## src/rtl/bounded_stack_with_search_assert.svh

```systemverilog
// assertion macros for the bounded stack
`ifndef BOUNDED_STACK_WITH_SEARCH_ASSERT_SVH
`define BOUNDED_STACK_WITH_SEARCH_ASSERT_SVH
`ifndef SYNTH
`define BSS_ASSERT_SAME(label, clk, rst_n, cond, prop) \
    label: assert property (@(posedge clk) disable iff (!rst_n) (cond) |-> (prop)) \
        else $error("bss assertion failed");
`define BSS_ASSERT_NEXT(label, clk, rst_n, cond, prop) \
    label: assert property (@(posedge clk) disable iff (!rst_n) (cond) |=> (prop)) \
        else $error("bss assertion failed");
`else
`define BSS_ASSERT_SAME(label, clk, rst_n, cond, prop)
`define BSS_ASSERT_NEXT(label, clk, rst_n, cond, prop)
`endif
`endif

```

## src/rtl/bss_pkg.sv

```systemverilog
`timescale 1ns / 1ps
package bss_pkg;

    localparam int DATA_W = 32;
    localparam int CFG_W  = 6;

    localparam logic [CFG_W-1:0] LIMIT_RESET = 6'd32;

    localparam logic [1:0] MODE_PUSH  = 2'd0;
    localparam logic [1:0] MODE_POP   = 2'd1;
    localparam logic [1:0] MODE_QUERY = 2'd2;
    localparam logic [1:0] MODE_DUMP  = 2'd3;

    localparam logic [2:0] ST_PUSHED     = 3'd0;
    localparam logic [2:0] ST_OVERFLOW   = 3'd1;
    localparam logic [2:0] ST_POPPED     = 3'd2;
    localparam logic [2:0] ST_UNDERFLOW  = 3'd3;
    localparam logic [2:0] ST_FOUND      = 3'd4;
    localparam logic [2:0] ST_NOTFOUND   = 3'd5;
    localparam logic [2:0] ST_DUMP_ENTRY = 3'd6;
    localparam logic [2:0] ST_DUMP_EMPTY = 3'd7;

    typedef struct packed {
        logic [1:0]               mode;
        logic signed [DATA_W-1:0] value;
    } cmd_t;

    typedef struct packed {
        logic [2:0]               status;
        logic signed [DATA_W-1:0] result_value;
        logic                     last;
    } rsp_t;

endpackage

```

## src/rtl/bss_out_reg.sv

```systemverilog
`timescale 1ns / 1ps
module bss_out_reg (
    input  logic          clk,
    input  logic          rst_n,
    input  logic          load,
    input  bss_pkg::rsp_t load_item,
    output logic          free,
    output logic          rsp_valid,
    input  logic          rsp_stall,
    output bss_pkg::rsp_t rsp
);

    logic          valid_reg;
    logic          valid_next;
    bss_pkg::rsp_t item_reg;

    // slot can take a new result if empty or being drained this cycle
    assign free = !valid_reg || !rsp_stall;

    always_comb
    begin
        valid_next = valid_reg;
        if (load)
        begin
            valid_next = 1'b1;
        end
        else if (!rsp_stall)
        begin
            valid_next = 1'b0;
        end
    end

    always_ff @(posedge clk or negedge rst_n)
    begin
        if (!rst_n)
        begin
            valid_reg <= 1'b0;
        end
        else
        begin
            valid_reg <= valid_next;
        end
    end

    always_ff @(posedge clk)
    begin
        if (load)
        begin
            item_reg <= load_item;
        end
    end

    assign rsp_valid = valid_reg;
    assign rsp       = item_reg;

endmodule

```

## src/rtl/bounded_stack_with_search.sv

```systemverilog
`timescale 1ns / 1ps
// channel   | handshake               | payload
// ----------+-------------------------+-----------------------------
// cmd       | cmd_valid / cmd_stall   | bss_pkg::cmd_t (mode, value)
// rsp       | rsp_valid / rsp_stall   | bss_pkg::rsp_t (status, result_value, last)
// cfg       | cfg_wen                 | cfg_wdata (depth limit)
//
// push, overflow, underflow, empty query, empty dump: result registered, then loaded
// pop: top entry read first; query: compares one entry per cycle from the top
// dump: entries read one at a time through the single registered read port of the
// entry memory; cmd_stall is high until the last result is loaded for output
// reset clears the count and sets the limit to 32; entries are not cleared
// rsp_stall holds the result register and the sequencer waits until it drains
module bounded_stack_with_search #(
    parameter int DEPTH = 32
) (
    input  logic                      clk,
    input  logic                      rst_n,
    input  logic                      cmd_valid,
    output logic                      cmd_stall,
    input  bss_pkg::cmd_t             cmd,
    output logic                      rsp_valid,
    input  logic                      rsp_stall,
    output bss_pkg::rsp_t             rsp,
    input  logic                      cfg_wen,
    input  logic [bss_pkg::CFG_W-1:0] cfg_wdata
);

`include "bounded_stack_with_search_assert.svh"

    localparam int AW = (DEPTH > 1) ? $clog2(DEPTH) : 1;
    localparam int CW = $clog2(DEPTH + 1);
    localparam int LW = (CW > bss_pkg::CFG_W) ? CW : bss_pkg::CFG_W;

    typedef enum logic [4:0] {
        S_IDLE = 5'b00001,
        S_POP  = 5'b00010,
        S_SCAN = 5'b00100,
        S_DUMP = 5'b01000,
        S_PUT  = 5'b10000
    } state_t;

    state_t                      state_reg, state_next;
    logic [CW-1:0]               count_reg, count_next;
    logic [bss_pkg::CFG_W-1:0]   limit_reg;
    logic                        dump_reg, dump_next;
    logic [AW-1:0]               idx_reg, idx_next;
    logic [bss_pkg::DATA_W-1:0]  word_reg, word_next;
    bss_pkg::rsp_t               res_reg, res_next;
    logic [bss_pkg::DATA_W-1:0]  rd_data_reg;
    logic [bss_pkg::DATA_W-1:0]  mem [DEPTH];

    logic          accept;
    logic          full;
    logic          empty;
    logic [AW-1:0] top_idx;
    logic [AW-1:0] idx_dec;
    logic [AW-1:0] wr_addr;
    logic [AW-1:0] rd_addr;
    logic          wr_en;
    logic          rd_en;
    logic          load;
    logic          free;

    assign cmd_stall = (state_reg != S_IDLE);
    assign accept    = cmd_valid && (state_reg == S_IDLE);

    // a limit above the depth acts as the depth
    assign full    = (count_reg >= CW'(DEPTH)) || (LW'(count_reg) >= LW'(limit_reg));
    assign empty   = (count_reg == '0);
    assign top_idx = AW'(count_reg - CW'(1));
    assign idx_dec = idx_reg - AW'(1);
    assign wr_addr = count_reg[AW-1:0];

    always_comb
    begin
        state_next = state_reg;
        count_next = count_reg;
        dump_next  = dump_reg;
        idx_next   = idx_reg;
        word_next  = word_reg;
        res_next   = res_reg;
        wr_en      = 1'b0;
        rd_en      = 1'b0;
        rd_addr    = idx_reg;
        load       = 1'b0;
        case (state_reg)
            S_IDLE:
            begin
                if (accept)
                begin
                    word_next           = cmd.value;
                    dump_next           = 1'b0;
                    res_next.last       = 1'b1;
                    res_next.result_value = '0;
                    state_next          = S_PUT;
                    case (cmd.mode)
                        bss_pkg::MODE_PUSH:
                        begin
                            if (full)
                            begin
                                res_next.status = bss_pkg::ST_OVERFLOW;
                            end
                            else
                            begin
                                wr_en                 = 1'b1;
                                count_next            = count_reg + CW'(1);
                                res_next.status       = bss_pkg::ST_PUSHED;
                                res_next.result_value = cmd.value;
                            end
                        end
                        bss_pkg::MODE_POP:
                        begin
                            if (empty)
                            begin
                                res_next.status = bss_pkg::ST_UNDERFLOW;
                            end
                            else
                            begin
                                count_next = count_reg - CW'(1);
                                rd_en      = 1'b1;
                                rd_addr    = top_idx;
                                state_next = S_POP;
                            end
                        end
                        bss_pkg::MODE_QUERY:
                        begin
                            if (empty)
                            begin
                                res_next.status       = bss_pkg::ST_NOTFOUND;
                                res_next.result_value = cmd.value;
                            end
                            else
                            begin
                                idx_next   = top_idx;
                                rd_en      = 1'b1;
                                rd_addr    = top_idx;
                                state_next = S_SCAN;
                            end
                        end
                        default:
                        begin
                            if (empty)
                            begin
                                res_next.status = bss_pkg::ST_DUMP_EMPTY;
                            end
                            else
                            begin
                                idx_next   = top_idx;
                                dump_next  = 1'b1;
                                rd_en      = 1'b1;
                                rd_addr    = top_idx;
                                state_next = S_DUMP;
                            end
                        end
                    endcase
                end
            end
            S_POP:
            begin
                res_next.status       = bss_pkg::ST_POPPED;
                res_next.result_value = rd_data_reg;
                res_next.last         = 1'b1;
                state_next            = S_PUT;
            end
            S_SCAN:
            begin
                // one compare per cycle, walking down from the top
                if (rd_data_reg == word_reg)
                begin
                    res_next.status       = bss_pkg::ST_FOUND;
                    res_next.result_value = word_reg;
                    res_next.last         = 1'b1;
                    state_next            = S_PUT;
                end
                else if (idx_reg == '0)
                begin
                    res_next.status       = bss_pkg::ST_NOTFOUND;
                    res_next.result_value = word_reg;
                    res_next.last         = 1'b1;
                    state_next            = S_PUT;
                end
                else
                begin
                    idx_next = idx_dec;
                    rd_en    = 1'b1;
                    rd_addr  = idx_dec;
                end
            end
            S_DUMP:
            begin
                res_next.status       = bss_pkg::ST_DUMP_ENTRY;
                res_next.result_value = rd_data_reg;
                res_next.last         = (idx_reg == '0);
                state_next            = S_PUT;
            end
            S_PUT:
            begin
                if (free)
                begin
                    load = 1'b1;
                    if (dump_reg && !res_reg.last)
                    begin
                        idx_next   = idx_dec;
                        rd_en      = 1'b1;
                        rd_addr    = idx_dec;
                        state_next = S_DUMP;
                    end
                    else
                    begin
                        state_next = S_IDLE;
                    end
                end
            end
            default:
            begin
                state_next = S_IDLE;
            end
        endcase
    end

    always_ff @(posedge clk or negedge rst_n)
    begin
        if (!rst_n)
        begin
            state_reg <= S_IDLE;
            count_reg <= '0;
            limit_reg <= bss_pkg::LIMIT_RESET;
            dump_reg  <= 1'b0;
        end
        else
        begin
            state_reg <= state_next;
            count_reg <= count_next;
            dump_reg  <= dump_next;
            if (cfg_wen)
            begin
                limit_reg <= cfg_wdata;
            end
        end
    end

    always_ff @(posedge clk)
    begin
        idx_reg  <= idx_next;
        word_reg <= word_next;
        res_reg  <= res_next;
    end

    // entry memory, one write and one registered read port
    always_ff @(posedge clk)
    begin
        if (wr_en)
        begin
            mem[wr_addr] <= cmd.value;
        end
        if (rd_en)
        begin
            rd_data_reg <= mem[rd_addr];
        end
    end

    bss_out_reg u_out (
        .clk       (clk),
        .rst_n     (rst_n),
        .load      (load),
        .load_item (res_reg),
        .free      (free),
        .rsp_valid (rsp_valid),
        .rsp_stall (rsp_stall),
        .rsp       (rsp)
    );

    `BSS_ASSERT_SAME(a_count_bound, clk, rst_n, 1'b1, count_reg <= CW'(DEPTH))
    `BSS_ASSERT_NEXT(a_pop_count, clk, rst_n,
        accept && cmd.mode == bss_pkg::MODE_POP && !empty,
        count_reg == $past(count_reg) - CW'(1))
    `BSS_ASSERT_NEXT(a_put_wait, clk, rst_n,
        state_reg == S_PUT && !free,
        state_reg == S_PUT && $stable(res_reg))

endmodule
```

## config.mk

```make
export PLATFORM = sky130hd
export DESIGN_NAME = bounded_stack_with_search
export DESIGN_NICKNAME = d
export VERILOG_FILES = /design/src/rtl/bss_pkg.sv /design/src/rtl/bss_out_reg.sv /design/src/rtl/bounded_stack_with_search.sv
export VERILOG_INCLUDE_DIRS = /design/src /design/src/rtl
export SDC_FILE = /design/constraint.sdc
export NUM_CORES = 1
export LEC_CHECK = 0
export ABC_AREA = 1
export BUFFER_PORTS_ARGS = -buffer_cell sky130_fd_sc_hd__buf_4
export CAP_MARGIN = 20
export CORE_MARGIN = 2
export CORE_UTILIZATION = 40
export DETAILED_ROUTE_END_ITERATION = 10
export GPL_ROUTABILITY_DRIVEN = 0
export GPL_TIMING_DRIVEN = 0
export PLACE_DENSITY = 0.51
export SYNTH_ARGS = -nofsm -noshare
export SYNTH_HDL_FRONTEND = slang
export SYNTH_SLANG_ARGS = --single-unit
```

## constraint.sdc

```tcl
create_clock -name clk -period 5.3 [get_ports clk]
set_input_delay 0.265 -clock clk [delete_from_list [all_inputs] [get_ports clk]]
set_output_delay 0.265 -clock clk [all_outputs]
set_load 0.1 [all_outputs]
```

**After elaboration in Yosys (flattened, before gate mapping)**

Memory sizes are Yosys's and may differ from the RTL's. A register that Yosys moved wholly into a read port is not among the register bits.
Index checks and enable logic that the tools add are counted.

- Flip-flop bits (word level): 128
- RAM bits: 1024
- Input port bits: 45
- Output and inout bits: 38
- Logic and storage cells: 114
- Memories: 1

- Add/subtract/negate cells: 3
- Magnitude comparators: 2
- Equality and inequality tests: 19
- Mux-type cells: 54
- Reduce and logical (&&, ||, !) cells: 22

Memory list:

| name | words | bits a word | rd ports | clocked after Yosys merged registers in | wr ports | RTL line | source |
|---|---|---|---|---|---|---|---|
| mem | 32 | 32 | 1 | 1 | 1 | bounded_stack_with_search.sv:51 | `logic [bss_pkg::DATA_W-1:0] mem [DEPTH];` |

Operator list:

| operator | count |
|---|---|
| 36-bit case mux with 4 select lines | 1 |
| 36-bit two-way mux | 3 |
| 5-bit two-way mux | 16 |
| 32-bit case mux with 2 select lines | 1 |
| 5-bit case mux with 3 select lines | 3 |
| 35-bit two-way mux | 1 |
| 32-bit == test | 1 |
| 32-bit two-way mux | 1 |
| 5-bit case mux with 4 select lines | 1 |
| 1-bit two-way mux | 19 |
| 6-bit two-way mux | 2 |
| 6-bit case mux with 2 select lines | 1 |
| 2-bit inequality test, second input constant | 5 |
| 3-bit inequality test, second input constant | 3 |
| 3-bit case mux with 3 select lines | 1 |
| 3-bit AND reduction | 3 |
| 6-bit by 1-bit adder with 6-bit output, second input constant | 1 |
| 6-bit >= comparator | 1 |
| 6-bit >= comparator, second input constant | 1 |
| 6-bit logical NOT | 1 |
| 3-bit two-way mux | 2 |
| 6-bit AND reduction | 1 |
| 6-bit by 1-bit subtractor with 6-bit output, second input constant | 1 |
| 5-bit by 1-bit == test with 1-bit output, second input constant | 1 |
| other kinds (24) | 29 |

**Depth between registers and ports, before layout**

Gate-level depths: netlist (run 1).

- Word-level depth: 8
- Gate-level depth with buffers: 21
- Gate-level depth less buffers: 19

**Cells and area by module**

From an unflattened synthesis (run 1), not the netlist that was laid out.

- Cells, all modules: 4566
- Area, all modules: 50196.9 sq um

Modules (own cells, without submodules):

| module | instances | cells each | area each (sq um) | sequential area each (sq um) |
|---|---|---|---|---|
| bounded_stack_with_search | 1 | 4526 | 49074.6 | 34355.4 |
| bss_out_reg | 1 | 40 | 1122.3 | 1106.1 |

**Worst setup path before layout (run 1)**

No wires, ideal clock.

- Path kind: reg-to-reg
- From: register state_reg[2]
- To: memory mem[15][0] in the netlist's numbering, enable pin
- Arrival time: 4.261 ns
- Path slack: 0.578 ns
- Cell stages (with the launch flop): 6
- Path buffers: 0
- Clock period less this slack: 4.722 ns
- Cells stage by stage: dfrtp_1 nor2_4 nand4_4 nor2_4 inv_1 nor3_1

- Cells in the longest elaborated chain, start to end: 6

Ends and longest elaborated chain:

| item | RTL line | source |
|---|---|---|
| start, declared | bounded_stack_with_search.sv:43 | `state_t state_reg, state_next;` |
| start signal, assigned | bounded_stack_with_search.sv:233 | `state_reg <= state_next;` |
| 5-bit by 1-bit == test with 1-bit output * | bounded_stack_with_search.sv:66, bounded_stack_with_search.sv:87 |  |
| 1-bit logical AND | bounded_stack_with_search.sv:66 | `assign accept = cmd_valid && (state_reg == S_IDLE);` |
| 1-bit two-way mux | bounded_stack_with_search.sv:90 | `if (accept)` |
| 1-bit two-way mux * | bounded_stack_with_search.sv:87 | `case (state_reg)` |
| 1-bit two-way mux * | bounded_stack_with_search.sv:253 | `if (wr_en)` |
| 1-bit two-way mux (not written as such) * | bounded_stack_with_search.sv:255 | `mem[wr_addr] <= cmd.value;` |
| end, declared | bounded_stack_with_search.sv:51 |  |

Mark *: on every way between the ends. The rest lies on a longest branch, timed or not.

**Worst setup path in the final report (run 1)**

- From: register state_reg[3]
- To: register rd_data_reg[19] in the netlist's numbering, read port of mem (data pin)

- Cells in the longest elaborated chain, start to end: 4

Ends and longest elaborated chain:

| item | RTL line | source |
|---|---|---|
| 5-bit by 1-bit == test with 1-bit output | bounded_stack_with_search.sv:66, bounded_stack_with_search.sv:87 |  |
| 1-bit logical AND | bounded_stack_with_search.sv:66 |  |
| 5-bit two-way mux / 1-bit two-way mux (equally long branches) | bounded_stack_with_search.sv:90 |  |
| 5-bit case mux with 3 select lines / 1-bit case mux with 3 select lines (equally long branches) | bounded_stack_with_search.sv:87 |  |
| end, declared | bounded_stack_with_search.sv:50 | `logic [bss_pkg::DATA_W-1:0] rd_data_reg;` |

Parallel ways exist; a longest one is shown, timed or not.
A chain may end at the register's enable or synchronous reset.

==> impl_metrics.env, run 1 <==
export IMPL_yosys_cell_types_count=44
export IMPL_detail_route_first_pass_iterations=6
export IMPL_final_nets=4355
export IMPL_largest_reg_flops=1024
export IMPL_slew_viol_final=0
export IMPL_fmax_mhz=213
export IMPL_min_to="mem[18][16]"
export IMPL_worstSetupStartpointType="flip-flop"
export IMPL_fin_crit_sh_pct=88.7
export IMPL_status="finished, final reports clean"
export IMPL_r2r_slack_ps=600
export IMPL_fin_ws_ps=600
export IMPL_ys_seq_elements=1184
export IMPL_critical_path_class="flip-flop to flip-flop"
export IMPL_ys_seq_area_share_pct=72.5
export IMPL_crit_family="simple AND/OR/NAND/NOR gates"
export IMPL_grt_max_degree=37
export IMPL_antenna_found_initial=8
export IMPL_die_h_microns=354
export IMPL_crit_arrival_ps=5240
export IMPL_worst_setup_path_end_kind="flip-flop"
export IMPL_placementRows=128
export IMPL_viasPerCell=5.68
export IMPL_setup_viol=0
export IMPL_hold_path_class="input pin to flip-flop"
export IMPL_hold_depth=1
export IMPL_cp_max_fo=22
export IMPL_yosys_top_cells_area="edfxtp_1 (71%), nand3_1 (16%), nand2_1 (5.3%)"
export IMPL_overflow=0
export IMPL_vias=34268
export IMPL_drc=0
export IMPL_first_iter_violations=3777
export IMPL_pre_cts_slack_ps=842
export IMPL_r2r_cells=16
export IMPL_cp_slowest_stage_delay_ps=650
export IMPL_cts_sinks=1184
export IMPL_h_tree_depth=4
export IMPL_core_area_sq_mm=0.122
export IMPL_post_route_min_period_ps=4700
export IMPL_routedWlPerCell_microns=27.7
export IMPL_portBuffers=82
export IMPL_design_area_sq_mm=0.0572
export IMPL_clkTransAtPathRegs_ps=60
export IMPL_cp_slowest_cell="buf_2"
export IMPL_synth_nets=4066
export IMPL_clock_tree_root_cell="clkbuf_16"
export IMPL_placed_cell_area_sq_mm=0.0526
export IMPL_cts_buffers=132
export IMPL_grt_setup_unrepaired="no"
export IMPL_io_pins=83
export IMPL_synth_top_area_share_pct=71.5
export IMPL_grt_pass1_vias=32979
export IMPL_dieWidth_microns=354
export IMPL_grt_pass1_wl_mm=236
export IMPL_maxCapViolCount=0
export IMPL_drive_gt1_share_pct=12.6
export IMPL_hold_viol=0
export IMPL_wl_mm=167
export IMPL_drtAntennaViolNets=0
export IMPL_cts_path_max_buffers=3
export IMPL_slew_headroom_pct=22.7
export IMPL_synth_edf_count=1165
export IMPL_track_usage_pct=26.5
export IMPL_yosys_warnings=0
export IMPL_path_common_cell="nand3_1"
export IMPL_syn_inst=4008
export IMPL_dp_hpwl_mm=111
export IMPL_start_util_pct=40.3
export IMPL_synth_async_reset_ratio_pct=1.60
export IMPL_dieArea_sq_mm=0.125
export IMPL_syn_to_final_growth_pct=16.8
export IMPL_critPathBufInv=3
export IMPL_r2r_end="rd_data_reg[19]"
export IMPL_cts_tree="done"
export IMPL_r2r_start="state_reg[3]"
export IMPL_crit_required_ps=5840
export IMPL_fin_skew_ps=20.5
export IMPL_yosysTopAreaCell="edfxtp_1"
export IMPL_tightest_slew_ps=1160
export IMPL_avgSynthCellArea_sq_um=12.2
export IMPL_yosys_most_used_dff="edfxtp_1"
export IMPL_cp_cell_sequence="nor2_4 > nand4_4 > nor2_4 > nand3_1 > nand2_1 > nor2_1 > nand3_1 > buf_4 > buf_2 > buf_2 > nand3_1 > nand3_1 > nand3_1 > nand3_1 > nand3_1 > nand2_1"
export IMPL_hold_start="cmd[16]"
export IMPL_syn_area_sq_mm=0.0489
export IMPL_clock_latency_ps=750
-- cells in the mapped netlist (all sizes together) (3+ instances only) --
| master | number |
|---|---|
| buf | 215 |
| edfxtp | 1165 |
| o21a | 4 |
| inv | 79 |
| a22oi | 23 |
| nand3 | 1530 |
| o221ai | 14 |
| dfrtp | 17 |
| nand4 | 3 |
| ha | 13 |
| nor2 | 81 |
| o211ai | 7 |
| nor3 | 4 |
| a21oi | 8 |
| nand2 | 695 |
| clkbuf | 73 |
| o21ai | 34 |
| xor2 | 8 |
| xnor2 | 23 |
-- area by class of cell --
type,count,area (sq um)
timing repair buffer,155,1730
fill,10977,64400
sequential,1184,35500
clock buffer,173,3580
tap,1625,2030
multi-input combinational,2455,12100
clock inverter,68,612
buffer,288,1360
antenna,5,12.5
inverter,81,308
-- timing repair --
action                                 4_1_cts  5_1_grt
endpoints found under the hold margin      112        0
setup buffers                                0        0
hold buffers                                35        0
resized for setup                            0        0
-- cell families (layout without fill, tap and decap cells) --
group                    Yosys count  count (layout)  share of synthesized area, %
adder cells (fa/ha/maj)           13              13                         0.332
AO/OA/AOI/OAI                     96              96                          1.29
other                              0               5                             0
AND/OR/NAND/NOR                 2314            2314                          21.9
multiplexers                       1               1                        0.0230
buffers and inverters            369             765                          3.41
flip-flops                      1184            1184                          72.5
XOR/XNOR                          31              31                         0.555
-- metrics by stage --
step                hold WS [ps]  setup TNS (ps)  instances  util [%]
CTS                         2.47               0       6029      47.0
finish                      34.1               0       6034      47.0
floorplan                  -30.6               0       4008         -
global placement             163         -723090       5715      42.4
global route                15.6               0       6029      47.0
detailed placement           165               0       5753      43.3
-- cells in the final DEF (no fill, tap or decap), types with 4 or more instances in the layout --
cell type      Yosys  routed
a21oi_1            8       8
a22oi_1           23      23
buf_1             22      22
buf_12             0      27
buf_16             0       6
buf_2            185     185
buf_4              3      86
buf_6              5       7
bufinv_16          0       9
clkbuf_1          73     108
clkbuf_16          0     138
clkinv_1           1      25
clkinv_2           1      24
dfrtp_1           17      17
diode_2            0       5
dlygate4sd3_1      0      35
edfxtp_1        1165    1165
ha_1              13      13
inv_1             69      69
inv_2              9       9
inv_6              0       5
nand2_1          692     692
nand3_1         1527    1527
nor2_1            74      42
nor2_2             4       4
nor2_4             3      35
o211ai_1           7       7
o21a_1             4       4
o21ai_0           32      32
o221ai_1          14      14
xnor2_1           23      23
xor2_1             8       8
-- worst reg2reg max path: cells and delay by family (launching register included) --
family / cells / cell delay [ps]
buffers and inverters: 3 / 1330
flip-flops: 1 / 440
AND/OR/NAND/NOR: 13 / 2730
-- how the worst max path moves through the flow --
stage	start	end	slack [ps]	cells past startpoint
floorplan	state_reg[2]	mem[15][0]	580	5
global placement	state_reg[2]	mem[15][25]	-1830	5
detailed placement	state_reg[3]	rd_data_reg[19]	840	16
CTS	state_reg[3]	rd_data_reg[19]	810	16
global route	state_reg[3]	rd_data_reg[14]	520	16
finish	state_reg[3]	rd_data_reg[19]	600	16
-- layer usage --
| layer | vias up | track usage (%) | part of all wire, % |
|---|---|---|---|
| met5 | - | 0 | 0 |
| met4 | 0 | 12.0 | 4.7 |
| met3 | 323 | 5.31 | 7.5 |
| met2 | 1423 | 42.6 | 47 |
| met1 | 17174 | 34.7 | 41 |
| li1 | 15348 | - | - |
Power of run 1 is not shown: default switching activity piles up to over one toggle a cycle in this logic, so the estimate is an artifact.
==> run 2, diff against run 1 <==
--- a/config.mk
+++ b/config.mk
@@ -7,14 +7,14 @@
 export NUM_CORES = 1
 export LEC_CHECK = 0
 export ABC_AREA = 1
-export BUFFER_PORTS_ARGS = -buffer_cell sky130_fd_sc_hd__buf_4
+export ABC_CLOCK_PERIOD_IN_PS = 5300
 export CAP_MARGIN = 20
 export CORE_MARGIN = 2
 export CORE_UTILIZATION = 40
 export DETAILED_ROUTE_END_ITERATION = 10
-export GPL_ROUTABILITY_DRIVEN = 0
+export DONT_BUFFER_PORTS = 1
 export GPL_TIMING_DRIVEN = 0
-export PLACE_DENSITY = 0.51
+export PLACE_DENSITY = 0.5
 export SYNTH_ARGS = -nofsm -noshare
 export SYNTH_HDL_FRONTEND = slang
 export SYNTH_SLANG_ARGS = --single-unit
==> run 2 against run 1 <==
- hold slack gained 17 ps
- die area unchanged
- count of clock-buffer cells in the layout decreased by 4
- via count barely moved
- global-route usage up 0.46 points
- routed wire length increased by 1.6%
- critical endpoint unchanged
- critical path depth did not move
- non-clock buffer count shrank 26
- flip-flop and latch count unchanged
- core utilization up 0.41 points
- sequential share of layout area shrank 0.53 points
- clock skew rose by 1.9 ps
==> impl_metrics.env, run 2 (synthesis results as in run 1) <==
export IMPL_grt_pass1_wl_mm=239
export IMPL_first_iter_violations=3938
export IMPL_fmax_mhz=218
export IMPL_placementRows=128
export IMPL_critical_path_class="flip-flop to flip-flop"
export IMPL_grt_max_degree=37
export IMPL_r2r_slack_ps=720
export IMPL_drc=0
export IMPL_slew_viol_final=0
export IMPL_hold_depth=4
export IMPL_hold_path_class="input pin to flip-flop"
export IMPL_tightest_slew_ps=1030
export IMPL_top_usage_layer="met2"
export IMPL_die_h_microns=354
export IMPL_cts_buffers=133
export IMPL_maxCapViolCount=0
export IMPL_grt_pass1_vias=32711
export IMPL_routedWlPerCell_microns=28.3
export IMPL_dieArea_sq_mm=0.125
export IMPL_h_tree_depth=4
export IMPL_drive_gt1_share_pct=11.7
export IMPL_io_pins=83
export IMPL_clock_tree_root_cell="clkbuf_16"
export IMPL_use_met3_pct=4.06
export IMPL_final_nets=4330
export IMPL_design_area_sq_mm=0.0577
export IMPL_cp_cell_sequence="nor2_4 > nand4_4 > nor2_4 > nand3_1 > nand2_1 > nor2_1 > nand3_1 > buf_4 > buf_2 > buf_2 > nand3_1 > nand3_1 > nand3_1 > nand3_1 > nand3_1 > nand2_1"
export IMPL_dp_hpwl_mm=113
export IMPL_place_gp_congestion=0.894
export IMPL_core_area_sq_mm=0.122
export IMPL_worstSetupStartpointType="flip-flop"
export IMPL_clock_latency_ps=770
export IMPL_status="finished, final reports clean"
export IMPL_overflow=0
export IMPL_r2r_cells=16
export IMPL_track_usage_pct=26.9
export IMPL_layout_commonest_cell="nand3_1"
export IMPL_cts_tree="done"
export IMPL_fin_skew_ps=22.3
export IMPL_min_to="count_reg[0]"
export IMPL_dieWidth_microns=354
export IMPL_drtAntennaViolNets=0
export IMPL_syn_to_final_growth_pct=17.8
export IMPL_whs_ps=51.5
export IMPL_crit_family="simple AND/OR/NAND/NOR gates"
export IMPL_clkTransAtPathRegs_ps=60
export IMPL_wl_mm=170
export IMPL_crit_arrival_ps=5160
export IMPL_layout_common_cells="nand3_1 (1,527), edfxtp_1 (1,165), nand2_1 (692)"
export IMPL_hold_start="cmd[33]"
export IMPL_grtUsageMet1_pct=36.4
export IMPL_grt_setup_unrepaired="no"
export IMPL_detail_route_first_pass_iterations=6
export IMPL_grt_util_met2_pct=44.1
export IMPL_start_util_pct=40.3
export IMPL_vias=34292
export IMPL_cts_sinks=1184
export IMPL_cts_path_max_buffers=3
export IMPL_crit_required_ps=5880
export IMPL_worst_setup_path_end_kind="flip-flop"
export IMPL_antenna_found_initial=17
export IMPL_cp_max_fo=10
export IMPL_cp_slowest_cell="buf_2"
export IMPL_r2r_start="state_reg[2]"
export IMPL_fin_crit_sh_pct=86.4
export IMPL_setup_viol=0
export IMPL_r2r_end="rd_data_reg[19]"
export IMPL_placed_cell_area_sq_mm=0.0520
export IMPL_viasPerCell=5.71
export IMPL_cp_slowest_stage_delay_ps=590
export IMPL_critPathBufInv=3
export IMPL_hold_viol=0
export IMPL_path_common_cell="nand3_1"
export IMPL_postCtsSetupRepairBufs=0
export IMPL_largest_reg_flops=1024
export IMPL_post_route_min_period_ps=4580
export IMPL_portBuffers=0
export IMPL_slew_headroom_pct=31.0
run 2: cell count changes in the layout (fill, tap and decap cells not counted), moves of 6 or more:
| cell | change |
|---|---|
| clkbuf_1 | -8 |
| buf_4 | -82 |
| bufinv_16 | +6 |
| clkinv_2 | -8 |
| buf_12 | +29 |
| dlygate4sd3_1 | +22 |
run 2: area by class of cell:
class / count / area [sq um]
Fill cell: 10871 / 63900
Sequential cell: 1184 / 35500
Multi-Input combinational cell: 2455 / 12100
Clock buffer: 169 / 3620
Timing Repair Buffer: 129 / 2040
Tap cell: 1625 / 2030
Buffer: 288 / 1360
Clock inverter: 71 / 771
Inverter: 81 / 308
Antenna cell: 3 / 7.51
run 2: metal layers:
| layer | part of all wire (%) | wire length [microns] | vias up |
|---|---|---|---|
| met2 | 48 | 81400 | 1490 |
| met4 | 3.6 | 6120 | 0 |
| met3 | 7.3 | 12400 | 269 |
| met5 | 0 | 0 | - |
| li1 | - | - | 15314 |
| met1 | 41 | 69700 | 17219 |
run 2: worst max-delay path by stage:
stage | slack [ps] | startpoint | cells after the start | end
after floorplan | 580 | state_reg[2] | 5 | mem[15][0]
after global placement | -2350 | state_reg[2] | 5 | mem[15][23]
after detailed placement | 690 | u_out.rsp_valid | 14 | rd_data_reg[27]
after CTS | 690 | u_out.rsp_valid | 14 | rd_data_reg[27]
after global routing | 560 | u_out.rsp_valid | 15 | rd_data_reg[19]
final | 720 | state_reg[2] | 16 | rd_data_reg[19]
run 2: what timing repair did:
item,CTS,global route
resized for setup,0,0
endpoints found under the setup margin,0,0
hold buffers,88,1
endpoints found under the hold margin,1133,4
run 2: through the flow:
| step | setup TNS (ps) | setup slack, ps | instances | util (%) |
|---|---|---|---|---|
| 3_5_place_dp | 0 | 687 | 5672 | 42.8 |
| 3_3_place_gp | -1210250 | -2350 | 5633 | 41.9 |
| 2_1_floorplan | 0 | 578 | 4008 | - |
| 6_report | 0 | 723 | 6005 | 47.4 |
| 5_1_grt | 0 | 561 | 6002 | 47.4 |
| 4_1_cts | 0 | 686 | 6000 | 47.4 |
run 2: worst reg2reg max path: stages (launching register included):
cell and delay [ps]:
dfrtp_1 430, nor2_4 200, nand4_4 470, nor2_4 450, nand3_1 120, nand2_1 70
nor2_1 40, nand3_1 190, buf_4 310, buf_2 600, buf_2 340, nand3_1 100
nand3_1 130, nand3_1 100, nand3_1 140, nand3_1 360, nand2_1 350
Power of run 2 is left out for the same reason.
